[config.mk]
export PLATFORM = sky130hd
export DESIGN_NAME = multibyte_char_decoder
export DESIGN_NICKNAME = d
export VERILOG_FILES = /design/src/rtl/mcd_pkg.sv /design/src/rtl/mcd_regs.sv /design/src/rtl/mcd_trail.sv /design/src/rtl/mcd_decode.sv /design/src/rtl/multibyte_char_decoder.sv
export SDC_FILE = /design/constraint.sdc
export NUM_CORES = 1
export LEC_CHECK = 0
export BUFFER_PORTS_ARGS = -buffer_cell sky130_fd_sc_hd__buf_2
export CORE_ASPECT_RATIO = 0.9
export CORE_MARGIN = 3
export CORE_UTILIZATION = 50
export CTS_BUF_LIST = sky130_fd_sc_hd__clkbuf_8
export DETAILED_ROUTE_END_ITERATION = 6
export PLACE_DENSITY = 0.78
export SLEW_MARGIN = 15
export SYNTH_ARGS = -nofsm -noshare
export SYNTH_HDL_FRONTEND = slang
export SYNTH_HIERARCHICAL = 1
export SYNTH_SLANG_ARGS = --single-unit
[constraint.sdc]
create_clock -name aclk -period 5.9 [get_ports aclk]
set_input_delay 0.295 -clock aclk [delete_from_list [all_inputs] [get_ports aclk]]
set_output_delay 0.295 -clock aclk [all_outputs]
set_load 0.05 [all_outputs]
[src/rtl/mcd_pkg.sv]
// ----------------------------------------------------------------------------
// mcd_pkg
// shared types and constants for the multibyte character decoder
// ----------------------------------------------------------------------------
package mcd_pkg;

    // charset selection codes
    typedef enum logic [2:0] {
        CS_NONE  = 3'd0,
        CS_SJIS  = 3'd1,
        CS_EUCJP = 3'd2,
        CS_EUCKR = 3'd3,
        CS_EUCTW = 3'd4,
        CS_EUCCN = 3'd5,
        CS_BIG5  = 3'd6,
        CS_UTF8  = 3'd7
    } charset_t;

    typedef logic [2:0] trail_t;

    localparam trail_t LONGEST_TRAIL = 3'd5;

    // register map
    localparam int          PADDR_W         = 3;
    localparam int          PDATA_W         = 32;
    localparam logic [0:0]  REG_CHARSET_MODE = 1'b0;

    // byte constants
    localparam logic [7:0] SJIS_XOR      = 8'h20;
    localparam logic [7:0] SJIS_BASE     = 8'ha1;
    localparam logic [7:0] SJIS_SPAN     = 8'h3b;
    localparam logic [7:0] EUC_LO        = 8'ha1;
    localparam logic [7:0] EUC_HI        = 8'hfe;
    localparam logic [7:0] EUC_SS2       = 8'h8e;
    localparam logic [7:0] EUC_SS3       = 8'h8f;
    localparam logic [7:0] EUC_OFFSET    = 8'ha0;
    localparam logic [7:0] TW_PLANE_LIM  = 8'ha5;

    // one input item
    typedef struct packed {
        logic [7:0]        lead_byte;
        logic [7:0]        second_byte;
        logic [7:0]        third_byte;
        logic [7:0]        fourth_byte;
        logic [2:0]        bytes_available;
        logic signed [3:0] trail_hint;
    } item_t;

    // one result item
    typedef struct packed {
        logic [15:0] wide_char;
        trail_t      trail_used;
    } result_t;

endpackage

[src/rtl/mcd_regs.sv]
// ----------------------------------------------------------------------------
// mcd_regs
// apb register file holding the charset selection
// ----------------------------------------------------------------------------
module mcd_regs (
    input  logic                             aclk,
    input  logic                             aresetn,
    input  logic                             psel,
    input  logic                             penable,
    input  logic                             pwrite,
    input  logic [mcd_pkg::PADDR_W-1:0]      paddr,
    input  logic [mcd_pkg::PDATA_W-1:0]      pwdata,
    output logic [mcd_pkg::PDATA_W-1:0]      prdata,
    output logic                             pready,
    output mcd_pkg::charset_t                charset_mode
);

    mcd_pkg::charset_t charset_mode_reg;
    mcd_pkg::charset_t charset_mode_next;
    logic              reg_sel;

    assign reg_sel = (paddr[mcd_pkg::PADDR_W-1:2] == mcd_pkg::REG_CHARSET_MODE);
    assign pready  = 1'b1;

    always_comb begin
        charset_mode_next = charset_mode_reg;
        if (psel && penable && pwrite && pready && reg_sel) begin
            charset_mode_next = mcd_pkg::charset_t'(pwdata[2:0]);
        end
    end

    always_ff @(posedge aclk) begin
        if (!aresetn) begin
            charset_mode_reg <= mcd_pkg::CS_NONE;
        end else begin
            charset_mode_reg <= charset_mode_next;
        end
    end

    always_comb begin
        prdata = '0;
        if (reg_sel) begin
            prdata[2:0] = charset_mode_reg;
        end
    end

    assign charset_mode = charset_mode_reg;

endmodule

[src/rtl/mcd_trail.sv]
// ----------------------------------------------------------------------------
// mcd_trail
// picks the trail byte count from the hint or from the lead byte
// ----------------------------------------------------------------------------
module mcd_trail (
    input  mcd_pkg::charset_t  charset_mode,
    input  logic [7:0]         lead_byte,
    input  logic signed [3:0]  trail_hint,
    output mcd_pkg::trail_t    trail
);

    mcd_pkg::trail_t derived;
    logic [7:0]      sjis_off;
    logic            euc_range;

    assign sjis_off  = (lead_byte ^ mcd_pkg::SJIS_XOR) - mcd_pkg::SJIS_BASE;
    assign euc_range = (lead_byte >= mcd_pkg::EUC_LO) && (lead_byte <= mcd_pkg::EUC_HI);

    always_comb begin
        derived = 3'd0;
        case (charset_mode)
            mcd_pkg::CS_SJIS: begin
                derived = (sjis_off <= mcd_pkg::SJIS_SPAN) ? 3'd1 : 3'd0;
            end
            mcd_pkg::CS_EUCJP: begin
                if (euc_range || lead_byte == mcd_pkg::EUC_SS2) begin
                    derived = 3'd1;
                end else if (lead_byte == mcd_pkg::EUC_SS3) begin
                    derived = 3'd2;
                end
            end
            mcd_pkg::CS_EUCKR, mcd_pkg::CS_EUCCN, mcd_pkg::CS_BIG5: begin
                derived = euc_range ? 3'd1 : 3'd0;
            end
            mcd_pkg::CS_EUCTW: begin
                if (euc_range) begin
                    derived = 3'd1;
                end else if (lead_byte == mcd_pkg::EUC_SS2) begin
                    derived = 3'd3;
                end
            end
            mcd_pkg::CS_UTF8: begin
                if (lead_byte inside {[8'hfc:8'hff]}) begin
                    derived = 3'd5;
                end else if (lead_byte inside {[8'hf8:8'hfb]}) begin
                    derived = 3'd4;
                end else if (lead_byte inside {[8'hf0:8'hf7]}) begin
                    derived = 3'd3;
                end else if (lead_byte inside {[8'he0:8'hef]}) begin
                    derived = 3'd2;
                end else if (lead_byte inside {[8'hc0:8'hdf]}) begin
                    derived = 3'd1;
                end
            end
            default: begin
                derived = 3'd0;
            end
        endcase
    end

    // negative or oversized hint falls back to the lead byte
    always_comb begin
        if (!trail_hint[3] && (trail_hint[2:0] <= mcd_pkg::LONGEST_TRAIL)) begin
            trail = trail_hint[2:0];
        end else begin
            trail = derived;
        end
    end

endmodule

[src/rtl/mcd_decode.sv]
// ----------------------------------------------------------------------------
// mcd_decode
// maps the bytes of one character to its 16-bit wide code
// ----------------------------------------------------------------------------
module mcd_decode (
    input  mcd_pkg::charset_t  charset_mode,
    input  mcd_pkg::item_t     item,
    output mcd_pkg::result_t   result
);

    mcd_pkg::trail_t trail;
    logic [15:0]     wc;
    logic [15:0]     pair;
    logic [7:0]      b0;
    logic [7:0]      b1;
    logic [7:0]      b2;
    logic [7:0]      b3;
    logic [7:0]      tw_hi;
    logic [15:0]     tw_lo;

    mcd_trail u_trail (
        .charset_mode (charset_mode),
        .lead_byte    (item.lead_byte),
        .trail_hint   (item.trail_hint),
        .trail        (trail)
    );

    assign b0   = item.lead_byte;
    assign b1   = item.second_byte;
    assign b2   = item.third_byte;
    assign b3   = item.fourth_byte;
    assign pair = {b0, b1};

    // euc-tw plane remap; low part wraps through the high byte
    assign tw_hi = b1[0] ? b2 : (b2 - mcd_pkg::EUC_OFFSET);
    assign tw_lo = b1[1] ? ({8'h00, b3} - {8'h00, mcd_pkg::EUC_OFFSET}) : {8'h00, b3};

    always_comb begin
        wc = 16'h0000;
        if (item.bytes_available > trail) begin
            case (charset_mode)
                mcd_pkg::CS_SJIS, mcd_pkg::CS_EUCKR, mcd_pkg::CS_EUCCN,
                mcd_pkg::CS_BIG5: begin
                    wc = (trail != 3'd0) ? pair : {8'h00, b0};
                end
                mcd_pkg::CS_EUCJP: begin
                    if (trail == 3'd0) begin
                        wc = {8'h00, b0};
                    end else if (trail == 3'd1) begin
                        wc = pair;
                    end else if (trail == 3'd2) begin
                        wc = {b1 - mcd_pkg::EUC_OFFSET, b2};
                    end
                end
                mcd_pkg::CS_EUCTW: begin
                    if (trail == 3'd0) begin
                        wc = {8'h00, b0};
                    end else if (trail == 3'd1) begin
                        wc = pair;
                    end else if (trail == 3'd3 && b1 < mcd_pkg::TW_PLANE_LIM) begin
                        wc = {tw_hi, 8'h00} | tw_lo;
                    end
                end
                mcd_pkg::CS_UTF8: begin
                    if (trail == 3'd0) begin
                        wc = {8'h00, b0};
                    end else if (trail == 3'd1) begin
                        wc = {5'b00000, b0[4:0], b1[5:0]};
                    end else if (trail == 3'd2) begin
                        wc = {b0[3:0], b1[5:0], b2[5:0]};
                    end
                end
                default: begin
                    wc = {8'h00, b0};
                end
            endcase
        end
    end

    assign result.wide_char  = wc;
    assign result.trail_used = trail;

endmodule

[src/rtl/multibyte_char_decoder.sv]
// ----------------------------------------------------------------------------
// multibyte_char_decoder
// decodes one multibyte character per transaction into a 16-bit wide code
// ----------------------------------------------------------------------------
//
//  channel  | direction | handshake          | payload
//  ---------+-----------+--------------------+-----------------------------------
//  s_       | in        | s_valid / s_ready  | four bytes, bytes_available, hint
//  m_       | out       | m_valid / m_ready  | wide_char, trail_used
//  apb      | in        | psel/penable/pready| charset_mode at byte address 0
//
//  one transaction per cycle sustained while m_ready stays high; m_valid rises
//  once the transaction has passed the input register and the result register
//  decode is a single pass of compare and mux logic between the two
//  synchronous active-low reset clears both valid flags and the charset
//  (single-byte); payload registers are not reset
//  a stalled result holds in the result register while the input register
//  still takes one more transaction
//
module multibyte_char_decoder (
    input  logic                         aclk,
    input  logic                         aresetn,
    // input channel
    input  logic                         s_valid,
    output logic                         s_ready,
    input  logic [7:0]                   s_lead_byte,
    input  logic [7:0]                   s_second_byte,
    input  logic [7:0]                   s_third_byte,
    input  logic [7:0]                   s_fourth_byte,
    input  logic [2:0]                   s_bytes_available,
    input  logic signed [3:0]            s_trail_hint,
    // result channel
    output logic                         m_valid,
    input  logic                         m_ready,
    output logic [15:0]                  m_wide_char,
    output logic [2:0]                   m_trail_used,
    // configuration
    input  logic                         psel,
    input  logic                         penable,
    input  logic                         pwrite,
    input  logic [mcd_pkg::PADDR_W-1:0]  paddr,
    input  logic [mcd_pkg::PDATA_W-1:0]  pwdata,
    output logic [mcd_pkg::PDATA_W-1:0]  prdata,
    output logic                         pready
);

    mcd_pkg::charset_t charset_mode;

    // input stage
    logic              in_valid_reg;
    logic              in_valid_next;
    mcd_pkg::item_t    item_reg;

    // result stage
    logic              out_valid_reg;
    logic              out_valid_next;
    mcd_pkg::result_t  result_reg;
    mcd_pkg::result_t  result_next;

    logic              s_fire;
    logic              m_fire;
    logic              out_free;
    logic              in_adv;

    mcd_regs u_regs (
        .aclk         (aclk),
        .aresetn      (aresetn),
        .psel         (psel),
        .penable      (penable),
        .pwrite       (pwrite),
        .paddr        (paddr),
        .pwdata       (pwdata),
        .prdata       (prdata),
        .pready       (pready),
        .charset_mode (charset_mode)
    );

    // handshake bookkeeping
    assign m_fire   = out_valid_reg && m_ready;
    assign out_free = !out_valid_reg || m_ready;
    assign in_adv   = in_valid_reg && out_free;
    assign s_ready  = !in_valid_reg || out_free;
    assign s_fire   = s_valid && s_ready;

    always_comb begin
        in_valid_next = in_valid_reg;
        if (s_fire) begin
            in_valid_next = 1'b1;
        end else if (in_adv) begin
            in_valid_next = 1'b0;
        end
    end

    always_comb begin
        out_valid_next = out_valid_reg;
        if (in_adv) begin
            out_valid_next = 1'b1;
        end else if (m_fire) begin
            out_valid_next = 1'b0;
        end
    end

    always_ff @(posedge aclk) begin
        if (!aresetn) begin
            in_valid_reg  <= 1'b0;
            out_valid_reg <= 1'b0;
        end else begin
            in_valid_reg  <= in_valid_next;
            out_valid_reg <= out_valid_next;
        end
    end

    // capture the incoming transaction
    always_ff @(posedge aclk) begin
        if (s_fire) begin
            item_reg.lead_byte       <= s_lead_byte;
            item_reg.second_byte     <= s_second_byte;
            item_reg.third_byte      <= s_third_byte;
            item_reg.fourth_byte     <= s_fourth_byte;
            item_reg.bytes_available <= s_bytes_available;
            item_reg.trail_hint      <= s_trail_hint;
        end
    end

    // decode between the input and result registers
    mcd_decode u_decode (
        .charset_mode (charset_mode),
        .item         (item_reg),
        .result       (result_next)
    );

    always_ff @(posedge aclk) begin
        if (in_adv) begin
            result_reg <= result_next;
        end
    end

    assign m_valid      = out_valid_reg;
    assign m_wide_char  = result_reg.wide_char;
    assign m_trail_used = result_reg.trail_used;

    // an empty input stage always takes a transaction
    a_ready_when_empty: assert property (
        @(posedge aclk) disable iff (!aresetn)
        !in_valid_reg |-> s_ready
    ) else $error("s_ready low with empty input stage");

    // a decoded transaction moving forward shows up as a result next cycle
    a_advance_to_result: assert property (
        @(posedge aclk) disable iff (!aresetn)
        in_adv |=> m_valid
    ) else $error("advanced transaction did not reach the result stage");

    // applied trail count never exceeds the supported maximum
    a_trail_bound: assert property (
        @(posedge aclk) disable iff (!aresetn)
        m_valid |-> (m_trail_used <= mcd_pkg::LONGEST_TRAIL)
    ) else $error("trail_used out of range");

    // both stages full and result stalled means no new transaction
    a_full_blocks: assert property (
        @(posedge aclk) disable iff (!aresetn)
        (in_valid_reg && out_valid_reg && !m_ready) |-> !s_ready
    ) else $error("s_ready high while both stages are held");

endmodule
Yosys cells after proc, flatten, opt, wreduce, memory -nomap -nowiden

Index checks and enable logic that the tools add are counted.

Register bits after elaboration: 63
Input port bits: 81
Output and inout port bits: 54
Word-level logic and storage cells: 103

Reduce and logical (&&, ||, !) cells: 26
Order comparisons: 16
Equality and inequality tests: 12
Add/subtract/negate cells: 4
Mux-type cells: 31
Bitwise operators: 3

Operators by type and width:

| cell                                                 | count |
|---|---|
| 2-to-1 mux 16 bit                                    | 11 |
| one-hot mux 16 bit (4 select lines)                  | 1 |
| >= comparator 8 bit (second input constant)          | 6 |
| <= comparator 8 bit (second input constant)          | 6 |
| subtractor 8 bit (second input constant)             | 3 |
| equality test 8 bit (second input constant)          | 2 |
| bitwise OR 16 bit                                    | 1 |
| one-hot mux 3 bit (5 select lines)                   | 1 |
| logical AND 1 bit                                    | 14 |
| equality test 3 x 2 -> 1 bit (second input constant) | 4 |
| equality test 3 bit (second input constant)          | 4 |
| 2-to-1 mux 2 bit                                     | 6 |
| 2-to-1 mux 3 bit                                     | 4 |
| subtractor 8 x 8 -> 9 bit (second input constant)    | 1 |
| <= comparator 8 x 6 -> 1 bit (second input constant) | 1 |
| < comparator 8 bit (second input constant)           | 1 |
| 2-to-1 mux 8 bit                                     | 1 |
| 2-to-1 mux 1 bit                                     | 7 |
| equality test 3 x 1 -> 1 bit (second input constant) | 2 |
| nonzero test 2 bit                                   | 2 |
| OR reduction 4 bit                                   | 1 |
| greater-than comparator 3 bit                        | 1 |
| <= comparator 3 bit (second input constant)          | 1 |
| logical NOT 1 bit                                    | 3 |
| 5 further kinds                                      | 8 |

Depth between registers and ports, before layout

Gate-level depths: netlist (run 1).

Word-level depth: 15
Mapped depth: 14
Mapped depth without buffers: 12

Hierarchy

Netlist (run 1), hierarchy kept.

By module, submodules not included:

| module                 | area an instance (sq um) | cells each | seq. area each (sq um) | times used |
|---|---|---|---|---|
| multibyte_char_decoder | 1845.5                   | 67         | 1781.7                 | 1 |
| mcd_decode             | 1086.0                   | 171        | 0.0                    | 1 |
| mcd_regs               | 386.6                    | 49         | 60.1                   | 1 |
| mcd_trail              | 227.7                    | 38         | 0.0                    | 1 |

Worst setup path before layout (run 1)

No wires, ideal clock.

Path kind: register -> register
Start point: reg out_valid_reg, in the netlist m_valid
End point: reg, netlist name item_reg[0]
Cell stages (with the launch flop): 3
Slack: 2796 ps
Buffers on the path: 0
Arrival time: 2656 ps
Cell sequence: dfxtp_1 nor2b_4 a21oi_1

Longest elaborated chain between the ends: 4

RTL lines:

| item                   | RTL line                      | RTL |
|---|---|---|
| from (decl)            | multibyte_char_decoder.sv:55  | `logic out_valid_reg;` |
| from (signal assigned) | multibyte_char_decoder.sv:109 | `out_valid_reg <= out_valid_next;` |
| logical NOT 1 bit      | multibyte_char_decoder.sv:80  | `assign out_free = !out_valid_reg \|\| m_ready;` |
| logical OR 1 bit       | multibyte_char_decoder.sv:80  |  |
| logical OR 1 bit       | multibyte_char_decoder.sv:82  | `assign s_ready = !in_valid_reg \|\| out_free;` |
| logical AND 1 bit      | multibyte_char_decoder.sv:83  | `assign s_fire = s_valid && s_ready;` |

No other way between the ends.
A chain may end at the register's enable or synchronous reset.

==> out/metrics.yaml, run 1 <==
status: "finished, violations left"
violations: "design-rule violations"
dieWidth_um: 94.77
hold_viol: 0
fin_crit_ps: 4131
place_hpwl_um: 5735
vias_per_cell: 5.626
rsz0062_at_grt: "false"
fin_nets: 486
synth_top_area_cell: "edfxtp_1"
area_delta_synth_final_pct: 15.00
grt_pass1_wl_um: 12860
drc: 1
gp_congestion: 0.9628
antenna_found_initial: 0
cts_resized: 0
wire_per_inst_um: 16.31
clk_path_buf_depth: 2
avgSynthCellArea_sq_um: 10.91
final_max_slew_viol_count: 0
dpl_cell_area_sq_mm: 0.003869
place_inst: 477
grt_pass1_vias: 2466
synth.cell_area_sq_mm: 0.003546
post-route-period-util_pct: 70.01
grt_max_degree: 40
power_w: 0.001059
worst_ep_arrival_time_ps: 4290
worstPathMaxFanout: 23
port_buffers: 73
drt-pass1-iter-count: 7
synth_warnings: 6
crit_path_end_kind: "register"
timing.hold.ws_ps: 129.1
cp-start-kind: "register"
worstPathRequired_ps: 6060
powerDensity_mw_per_mm2: 259.6
max-vdd-ir-drop_mv: 0.1484
core_sq_mm: 0.006726
largest_reg_flops: 39
htreeDepth: 3
yosysTopAreaCellShare_pct: 49.12
track_usage_pct: 20.88
route.vias.total: 2779
fill_cells: 565
ys_top_cells_by_count: "edfxtp_1 (58), buf_4 (33), nand2_1 (30)"
synth_area_leaders: "edfxtp_1 (49%), buf_4 (7.0%), nand2_1 (3.2%), o21ai_0 (3.1%), dfxtp_1 (2.8%)"
power.leakage_nw: 1.595
max-cap-violations: 0
yosys_register_bits: 63
synth-edff-count: 58
ys_types: 57
routed_wirelength_um: 8059
netlist_instances: 325
rows: 28
path_clk_slew_ps: 70
detail-route-antenna-nets: 0
hp-class: "input pin to register"
clockRootBuffer: "clkbuf_8"
final.setup.tns_ps: 0
tightest_slew_ps: 908.6
io_pins: 135
fp.dieH_um: 85.89
hold_buffers: 0
synthArstFlopShare_pct: 0
cts_tree: "done"
drive_above_1_share_pct: 25.74
skew_ps: 10.76
first_iter_violations: 393
initial_utilization_pct: 52.72
critPathKind: "register to register"
fmax_mhz: 242.1
yosysMostFrequentCell: "edfxtp_1"
grt_overflow: 0
cts.sinks: 63
synth_ff_type: "edfxtp_1"
setup_viol: 0
fin_area_sq_mm: 0.004078
dieArea_sq_mm: 0.008140
numCtsBuffers: 9
stdcell_count: 494
clk_latency_ps: 340
yosysSeqAreaShare_pct: 51.94
cts_setup_buffers: 0
antenna_cells: 0
relSlewSlack_pct: 39.43
## final timing paths
check,start,to,slack (ps),cells past startpoint
worst max-delay path,u_regs/charset_mode[2]$_SDFFE_PN0P_,m_wide_char[8]$_DFFE_PP_,1770,12
worst min-delay path,s_lead_byte[1],item_reg[32]$_DFFE_PP_,130,1
worst max register to register,u_regs/charset_mode[2]$_SDFFE_PN0P_,m_wide_char[8]$_DFFE_PP_,1770,12
worst min register to register,m_valid$_SDFFE_PN0P_,in_valid_reg$_SDFFE_PN0P_,540,2
## cell families after synthesis
| family | share of synthesized area [%] |
|---|---|
| AOI/OAI and AO/OA | 17.18 |
| xor gates and xnor gates | 2.223 |
| adders and majority gates | 2.117 |
| buffers and inverters | 9.880 |
| DFF | 51.94 |
| muxes | 1.411 |
| other | 0.2118 |
| and+or+nand+nor | 15.03 |
## power breakdown
group	internal [W]	total (W)	switching, W
logic	0.0000469	0.000174	0.000127
clock network	0.000188	0.000344	0.000156
registers	0.000517	0.000540	0.0000234
total	0.000752	0.00106	0.000307
## worst max-delay path: stages (launching register included)
cell and delay (ps):
dfxtp_1 830, or3b_2 500, a21oi_1 150, a31oi_1 70
o21ai_0 170, buf_4 200, inv_1 150, ha_1 330
nor2b_1 140, o21ai_0 90, a32oi_1 680, nand2_1 340
a31oi_1 300
## placed cells by master, fill, tap and decap left out, drive strengths merged, types with 4 or more instances in the layout
master   instances
nand3            4
buf             78
edfxtp          58
clkbuf           9
xor2             4
a22oi            7
a21oi           12
nor3             6
o21ai           26
nor4             4
inv             16
o211ai           4
o2bb2ai          6
nand2           30
mux2i            5
and3             4
conb            30
nor2b            6
nor2            14
ha               6
xnor2            5
dfxtp            5
nand3b           4
nand2b           8
a31oi           12
## stage by stage
stage	utilization [%]	worst slack [ps]
finish	60.62	1769
global placement	57.51	1980
CTS	60.21	1892
floorplan	-	2796
global route	60.62	1545
detailed placement	57.51	1913
## area by class of cell
class,count,area [sq um],share of cell area [%]
clock inverter,7,57.56,1.411
inverter,13,48.80,1.197
clock buffer,9,123.9,3.038
sequential,63,1842,45.17
multi-input combinational,234,1470,36.05
timing repair buffer,78,422.9,10.37
tap,90,112.6,2.762
## per-layer routing
metal | track usage [%] | part of all wire, % | wire, um
met1 | 30.57 | 44 | 3531
met2 | 29.19 | 43 | 3442
met3 | 4.386 | 11 | 884
met4 | 10.62 | 2.5 | 201
met5 | 0 | 0 | 0
Note: power is estimated with default switching activity, not from simulation.
==> run 2, diff against run 1 <==
--- a/config.mk
+++ b/config.mk
@@ -5,13 +5,14 @@
 export SDC_FILE = /design/constraint.sdc
 export NUM_CORES = 1
 export LEC_CHECK = 0
+export ABC_AREA = 1
 export BUFFER_PORTS_ARGS = -buffer_cell sky130_fd_sc_hd__buf_2
 export CORE_ASPECT_RATIO = 0.9
 export CORE_MARGIN = 3
 export CORE_UTILIZATION = 50
 export CTS_BUF_LIST = sky130_fd_sc_hd__clkbuf_8
 export DETAILED_ROUTE_END_ITERATION = 6
-export PLACE_DENSITY = 0.78
+export PLACE_DENSITY = 0.77
 export SLEW_MARGIN = 15
 export SYNTH_ARGS = -nofsm -noshare
 export SYNTH_HDL_FRONTEND = slang
==> constraint.sdc (replaced) <==
create_clock -name aclk -period 3.96 [get_ports aclk]
set_input_delay 0.198 -clock aclk [delete_from_list [all_inputs] [get_ports aclk]]
set_output_delay 0.198 -clock aclk [all_outputs]
set_load 0.05 [all_outputs]
==> run 2 against run 1 <==
The flow now finishes without violations. Critical path depth rose by 4. Die area rose by 9.0%. Total power rose by 52%. Worst setup slack got worse by 920 ps. Cell area rose by 8.3%. Via count rose by 18%. Sequential power rose by 49%. Critical path type unchanged. Highest routed layer unchanged.
==> out/metrics.yaml, run 2 <==
route.vias.total: 3275
place_ws_ps: 879.6
largest_reg_flops: 39
drive_above_1_share_pct: 23.55
fin_area_sq_mm: 0.004418
synth.cell_area_sq_mm: 0.003889
avgSynthCellArea_sq_um: 8.327
dieWidth_um: 98.96
powerDensity_mw_per_mm2: 365.0
critPathKind: "register to register"
synth_area_leaders: "edfxtp_1 (45%), nand2_1 (12%), buf_4 (5.8%), inv_1 (5.2%), nand3_1 (4.1%)"
final_common_cell: "nand2_1"
critical_path.most_common_cell: "nand2_1"
antenna_found_initial: 0
first_iter_violations: 264
yosys_register_bits: 63
setup_slack_ps: 847.5
synth_top_area_cell: "edfxtp_1"
crit_chain: "nand2_2 -> clkinv_2 -> nand2_2 -> nor2_4 -> nand2_2 -> o211ai_1 -> nand2_1 -> nand2_1 -> inv_2 -> ha_1 -> nand2_1 -> o21ai_0 -> nand2_1 -> nor2_1 -> nand3_1 -> nand2_1"
cts.sinks: 63
crit_path_end_kind: "register"
yosysSeqAreaShare_pct: 47.36
max-cap-violations: 0
ys_top_cells_by_count: "nand2_1 (121), edfxtp_1 (58), inv_1 (54)"
fin_nets: 634
yosysTopAreaCellShare_pct: 44.79
vias_per_cell: 5.078
cp_slowest_cell: "edfxtp_1"
final_max_slew_viol_count: 0
max-vdd-ir-drop_mv: 0.2387
port_buffers: 73
status: "finished clean"
numCtsBuffers: 9
worstPathMaxFanout: 10
ys_types: 38
routed_wirelength_um: 9005
netlist_instances: 467
track_usage_pct: 20.97
grt_pass1_vias: 2876
fill_cells: 668
fin_crit_ps: 3113
synthArstFlopShare_pct: 0
drc: 0
clk_latency_ps: 350
hold_viol: 0
fp.dieH_um: 89.67
rows: 29
synth_warnings: 6
setup_viol: 0
htreeDepth: 3
drt-pass1-iter-count: 5
cts_tree: "done"
grt_pass1_wl_um: 14200
clockRootBuffer: "clkbuf_8"
synth_ff_type: "edfxtp_1"
cp_top_family: "simple AND/OR/NAND/NOR gates"
post-route-period-util_pct: 78.60
final_cell_mix: "nand2_1 (121), buf_2 (73), edfxtp_1 (58)"
grt_max_degree: 25
initial_utilization_pct: 53.32
dieArea_sq_mm: 0.008873
worst_ep_arrival_time_ps: 3330
detail-route-antenna-nets: 0
hp-class: "input pin to register"
place_hpwl_um: 6857
fmax_mhz: 321.3
antenna_cells: 0
yosysMostFrequentCell: "nand2_1"
cp-start-kind: "register"
core_sq_mm: 0.007293
wire_per_inst_um: 13.96
power.leakage_nw: 2.075
dpl_cell_area_sq_mm: 0.004224
area_delta_synth_final_pct: 13.61
io_pins: 135
gp_congestion: 0.9436
cp_num_buf_inv: 2
tightest_slew_ps: 1097
relSlewSlack_pct: 26.89
path_clk_slew_ps: 70
final.setup.tns_ps: 0
cts_resized: 0
grt_overflow: 0
synth-edff-count: 58
rsz0062_at_grt: "false"
clk_path_buf_depth: 2
worstPathRequired_ps: 4170
skew_ps: 9.234
max_stage_delay_ps: 630
[run 2: cell types whose count changed in the layout (fill, tap and decap cells not counted), sizes merged, moves of 8 or more]
cell	before	now
inv	16	63
nand2b	8	0
nor2	14	50
a31oi	12	1
a21oi	12	26
nand3	4	36
nand2	30	131
[run 2: report_power, final]
| group | switching (W) | internal, W | leakage (nW) |
|---|---|---|---|
| clock | 0.000245 | 0.000240 | 0.0875 |
| sequential | 0.0000323 | 0.000771 | 0.609 |
| combinational | 0.000244 | 0.0000800 | 1.38 |
[run 2: timing repair]
item,4_1_cts,5_1_grt
setup buffers,0,0
endpoints found under the hold margin,0,2
hold buffers,0,2
[run 2: through the flow]
step	cells	utilization [%]	hold slack, ps	total power (W)
finish	645	60.58	20.10	0.001612
CTS	643	60.30	5.935	0.001620
detailed placement	627	57.92	376.1	0.001135
floorplan	495	-	296.9	0.001074
global route	645	60.58	-1.021	0.001695
global placement	627	57.92	374.2	0.001129
[run 2: kinds of logic (layout without fill, tap and decap cells)]
group,Yosys count,after routing,share of synthesized area (%)
AOI/OAI and AO/OA,70,70,10.84
xor gates and xnor gates,3,3,0.6758
adders and majority gates,6,6,1.930
buffers and inverters,97,154,12.77
DFF,63,63,47.36
other,2,30,0.1931
and+or+nand+nor,226,226,26.22
[run 2: worst reg2reg max path, delay by kind of cell (launching register included)]
| kind | cells | cell delay (ps) |
|---|---|---|
| AND/OR/NAND/NOR | 11 | 1510 |
| flip-flops | 1 | 630 |
| AO/OA/AOI/OAI | 2 | 380 |
| adder cells (fa/ha/maj) | 1 | 310 |
| buffers and inverters | 2 | 170 |
[run 2: worst paths after layout]
| check | from | to | slack [ps] | depth (start not counted) |
|---|---|---|---|---|
| setup / recovery | item_reg[34]$_DFFE_PP_ | m_wide_char[15]$_DFFE_PP_ | 850 | 16 |
| hold / removal | s_third_byte[0] | item_reg[15]$_DFFE_PP_ | 20 | 1 |
| setup reg to reg | item_reg[34]$_DFFE_PP_ | m_wide_char[15]$_DFFE_PP_ | 850 | 16 |
| hold reg to reg | in_valid_reg$_SDFFE_PN0P_ | in_valid_reg$_SDFFE_PN0P_ | 500 | 2 |
[run 2: layout make-up]
class                      instances  area (sq um)  area share (%)
clock inverter                     6         36.28          0.8213
clock buffer                      10         137.6           3.115
multi-input combinational        335          1659           37.55
timing repair buffer              76         392.9           8.893
sequential                        63          1842           41.69
tap                               93         116.4           2.634
inverter                          62         234.0           5.296
[run 2: routing by layer]
metal / global-route usage, % / routed length [um]
met1: 29.30 / 4044
met2: 31.89 / 4014
met3: 5.405 / 806
met4: 7.568 / 140
met5: 0 / 0
==> run 3, diff against run 2 <==
==> constraint.sdc (replaced) <==
create_clock -name aclk -period 2.93 [get_ports aclk]
set_input_delay 0.1465 -clock aclk [delete_from_list [all_inputs] [get_ports aclk]]
set_output_delay 0.1465 -clock aclk [all_outputs]
set_load 0.05 [all_outputs]
==> run 3 against run 2 <==
Total power grew 40%. Sequential share of layout area shrank 4.8 points. Sequential power grew 34%. Critical path depth grew 1. Utilization grew 8.0 points. Cell area grew 13%. Hold slack gained 32 ps. Global-route usage grew 2.8 points. Critical endpoint is now m_wide_char[4]$_DFFE_PP_. Cell count grew 9.3%.
==> out/metrics.yaml, run 3 (synthesis results as in run 2) <==
power_w: 0.002259
clockRootBuffer: "clkbuf_8"
wl_met1_um: 4334
largest_reg_flops: 39
antenna_cells: 0
detail-route-antenna-nets: 0
drt-pass1-iter-count: 5
worstHoldEndpoint: "u_regs/charset_mode[0]$_SDFFE_PN0P_"
swShare_pct: 32.90
vias_per_cell: 5.075
grt_max_degree: 40
initial_utilization_pct: 53.32
skew_ps: 4.988
drc: 0
hold_viol: 0
power_switching_w: 0.0007431
dieArea_sq_mm: 0.008873
r2r-end: "m_wide_char[4]$_DFFE_PP_"
place_hpwl_um: 7207
setup_viol: 0
core_sq_mm: 0.007293
post-route-period-util_pct: 94.54
p_clk_share_pct: 29.0
reg2regPathDepth: 17
final_cell_mix: "nand2_1 (119), buf_2 (73), edfxtp_1 (58)"
cp-start-kind: "register"
drive_above_1_share_pct: 26.80
worstPathRequired_ps: 3020
clk_path_buf_depth: 2
htreeDepth: 3
holdCritStartpoint: "aresetn"
grt_pass1_vias: 3353
dieWidth_um: 98.96
grt_overflow: 0
pwr-share-seq_pct: 47.8
max-vdd-ir-drop_mv: 0.3596
hp-class: "input pin to register"
wire_per_inst_um: 14.37
p_int_w: 0.001516
worstReg2RegStart: "item_reg[36]$_DFFE_PP_"
clk_latency_ps: 340
pwr-share-comb_pct: 23.2
routed_wirelength_um: 10130
rows: 29
numCtsBuffers: 9
max-cap-violations: 0
final_util_pct: 68.59
ff_latch_area_sq_mm: 0.001843
multi_input_area_sq_mm: 0.001684
final_common_cell: "nand2_1"
met2_length_um: 4796
critPathKind: "register to register"
status: "finished clean"
fill_cells: 598
powerDensity_mw_per_mm2: 451.5
tightest_slew_ps: 1092
rrSetupSlack_ps: 160
fin_crit_ps: 2770
area_delta_synth_final_pct: 28.64
grt_pass1_wl_um: 16160
track_usage_pct: 23.75
crit_path_end_kind: "register"
relSlewSlack_pct: 27.20
antenna_found_initial: 0
gp_congestion: 0.9634
path_clk_slew_ps: 70
worstPathMaxFanout: 9
port_buffers: 73
dr_wl_met3_um: 768
fin_nets: 694
first_iter_violations: 268
routed.top_layer: "met4"
power.leakage_nw: 2.345
worst_ep_arrival_time_ps: 2860
io_pins: 135
cts.sinks: 63
fp.dieH_um: 89.67
min_delay_path_depth: 3
route.vias.total: 3578
fmax_mhz: 361.0
final_max_slew_viol_count: 0
cts_tree: "done"
run 3: metal layers:
layer	GRT usage, %	up-vias
li1	-	1755
met2	39.94	173
met3	5.637	25
met4	6.824	0
met1	31.08	1625
met5	0	-
run 3: timing repair:
item                                    4_1_cts  5_1_grt
setup buffers                                 0        8
hold buffers                                 39        0
endpoints found under the hold margin        39        0
endpoints found under the setup margin        0       16
gates resized for setup                       0       11
run 3: worst max-delay path by stage:
stage | start | endpoint | slack, ps | cells past startpoint
floorplan | u_regs/charset_mode[2]$_SDFFE_PN0P_ | m_wide_char[3]$_DFFE_PP_ | 420 | 12
global placement | item_reg[34]$_DFFE_PP_ | m_wide_char[7]$_DFFE_PP_ | 160 | 20
detailed placement | item_reg[34]$_DFFE_PP_ | m_wide_char[7]$_DFFE_PP_ | 130 | 20
CTS | item_reg[34]$_DFFE_PP_ | m_wide_char[7]$_DFFE_PP_ | 120 | 20
global route | item_reg[36]$_DFFE_PP_ | m_wide_char[4]$_DFFE_PP_ | -50 | 19
finish | item_reg[36]$_DFFE_PP_ | m_wide_char[4]$_DFFE_PP_ | 160 | 17
run 3: power by group through the flow:
stage               clock [W]  sequential [W]  combinational [W]
floorplan                   0         0.00114           0.000313
CTS                  0.000674         0.00108           0.000499
detailed placement          0         0.00110           0.000458
global placement            0         0.00110           0.000450
global route         0.000727         0.00109           0.000566
finish               0.000655         0.00108           0.000524
run 3: through the flow:
stage | instances | setup TNS, ps | hold slack [ps] | worst slack (ps) | instance area, sq um
after floorplan | 495 | 0 | 245.4 | 417.2 | 3994
after global placement | 642 | 0 | 322.7 | 159.8 | 4337
after detailed placement | 642 | 0 | 324.6 | 131.0 | 4337
after CTS | 697 | 0 | 42.00 | 122.9 | 4900
after global routing | 705 | -193.9 | 44.50 | -54.95 | 5002
final | 705 | 0 | 52.49 | 159.9 | 5002
run 3: final cells by class:
type,count,share of cell area [%]
clock inverter,7,0.9755
inverter,62,4.752
tap,93,2.326
timing repair buffer,136,18.96
clock buffer,9,2.476
sequential,63,36.84
multi-input combinational,335,33.67
run 3: critical path, stage by stage, from the launching register on:
cell        delay [ps]
edfxtp_1           460
nor2_1             170
nand3_1            130
nor2_4             130
nand2_2             60
nand2_1             60
o21ai_1             60
nand2_1            120
nand2_1             60
nand2_1            210
nor2_4              70
nand2_2            110
clkinvlp_4         210
buf_4              210
nor2_1              90
a21oi_1             70
nor3_1             240
nor2_1              60
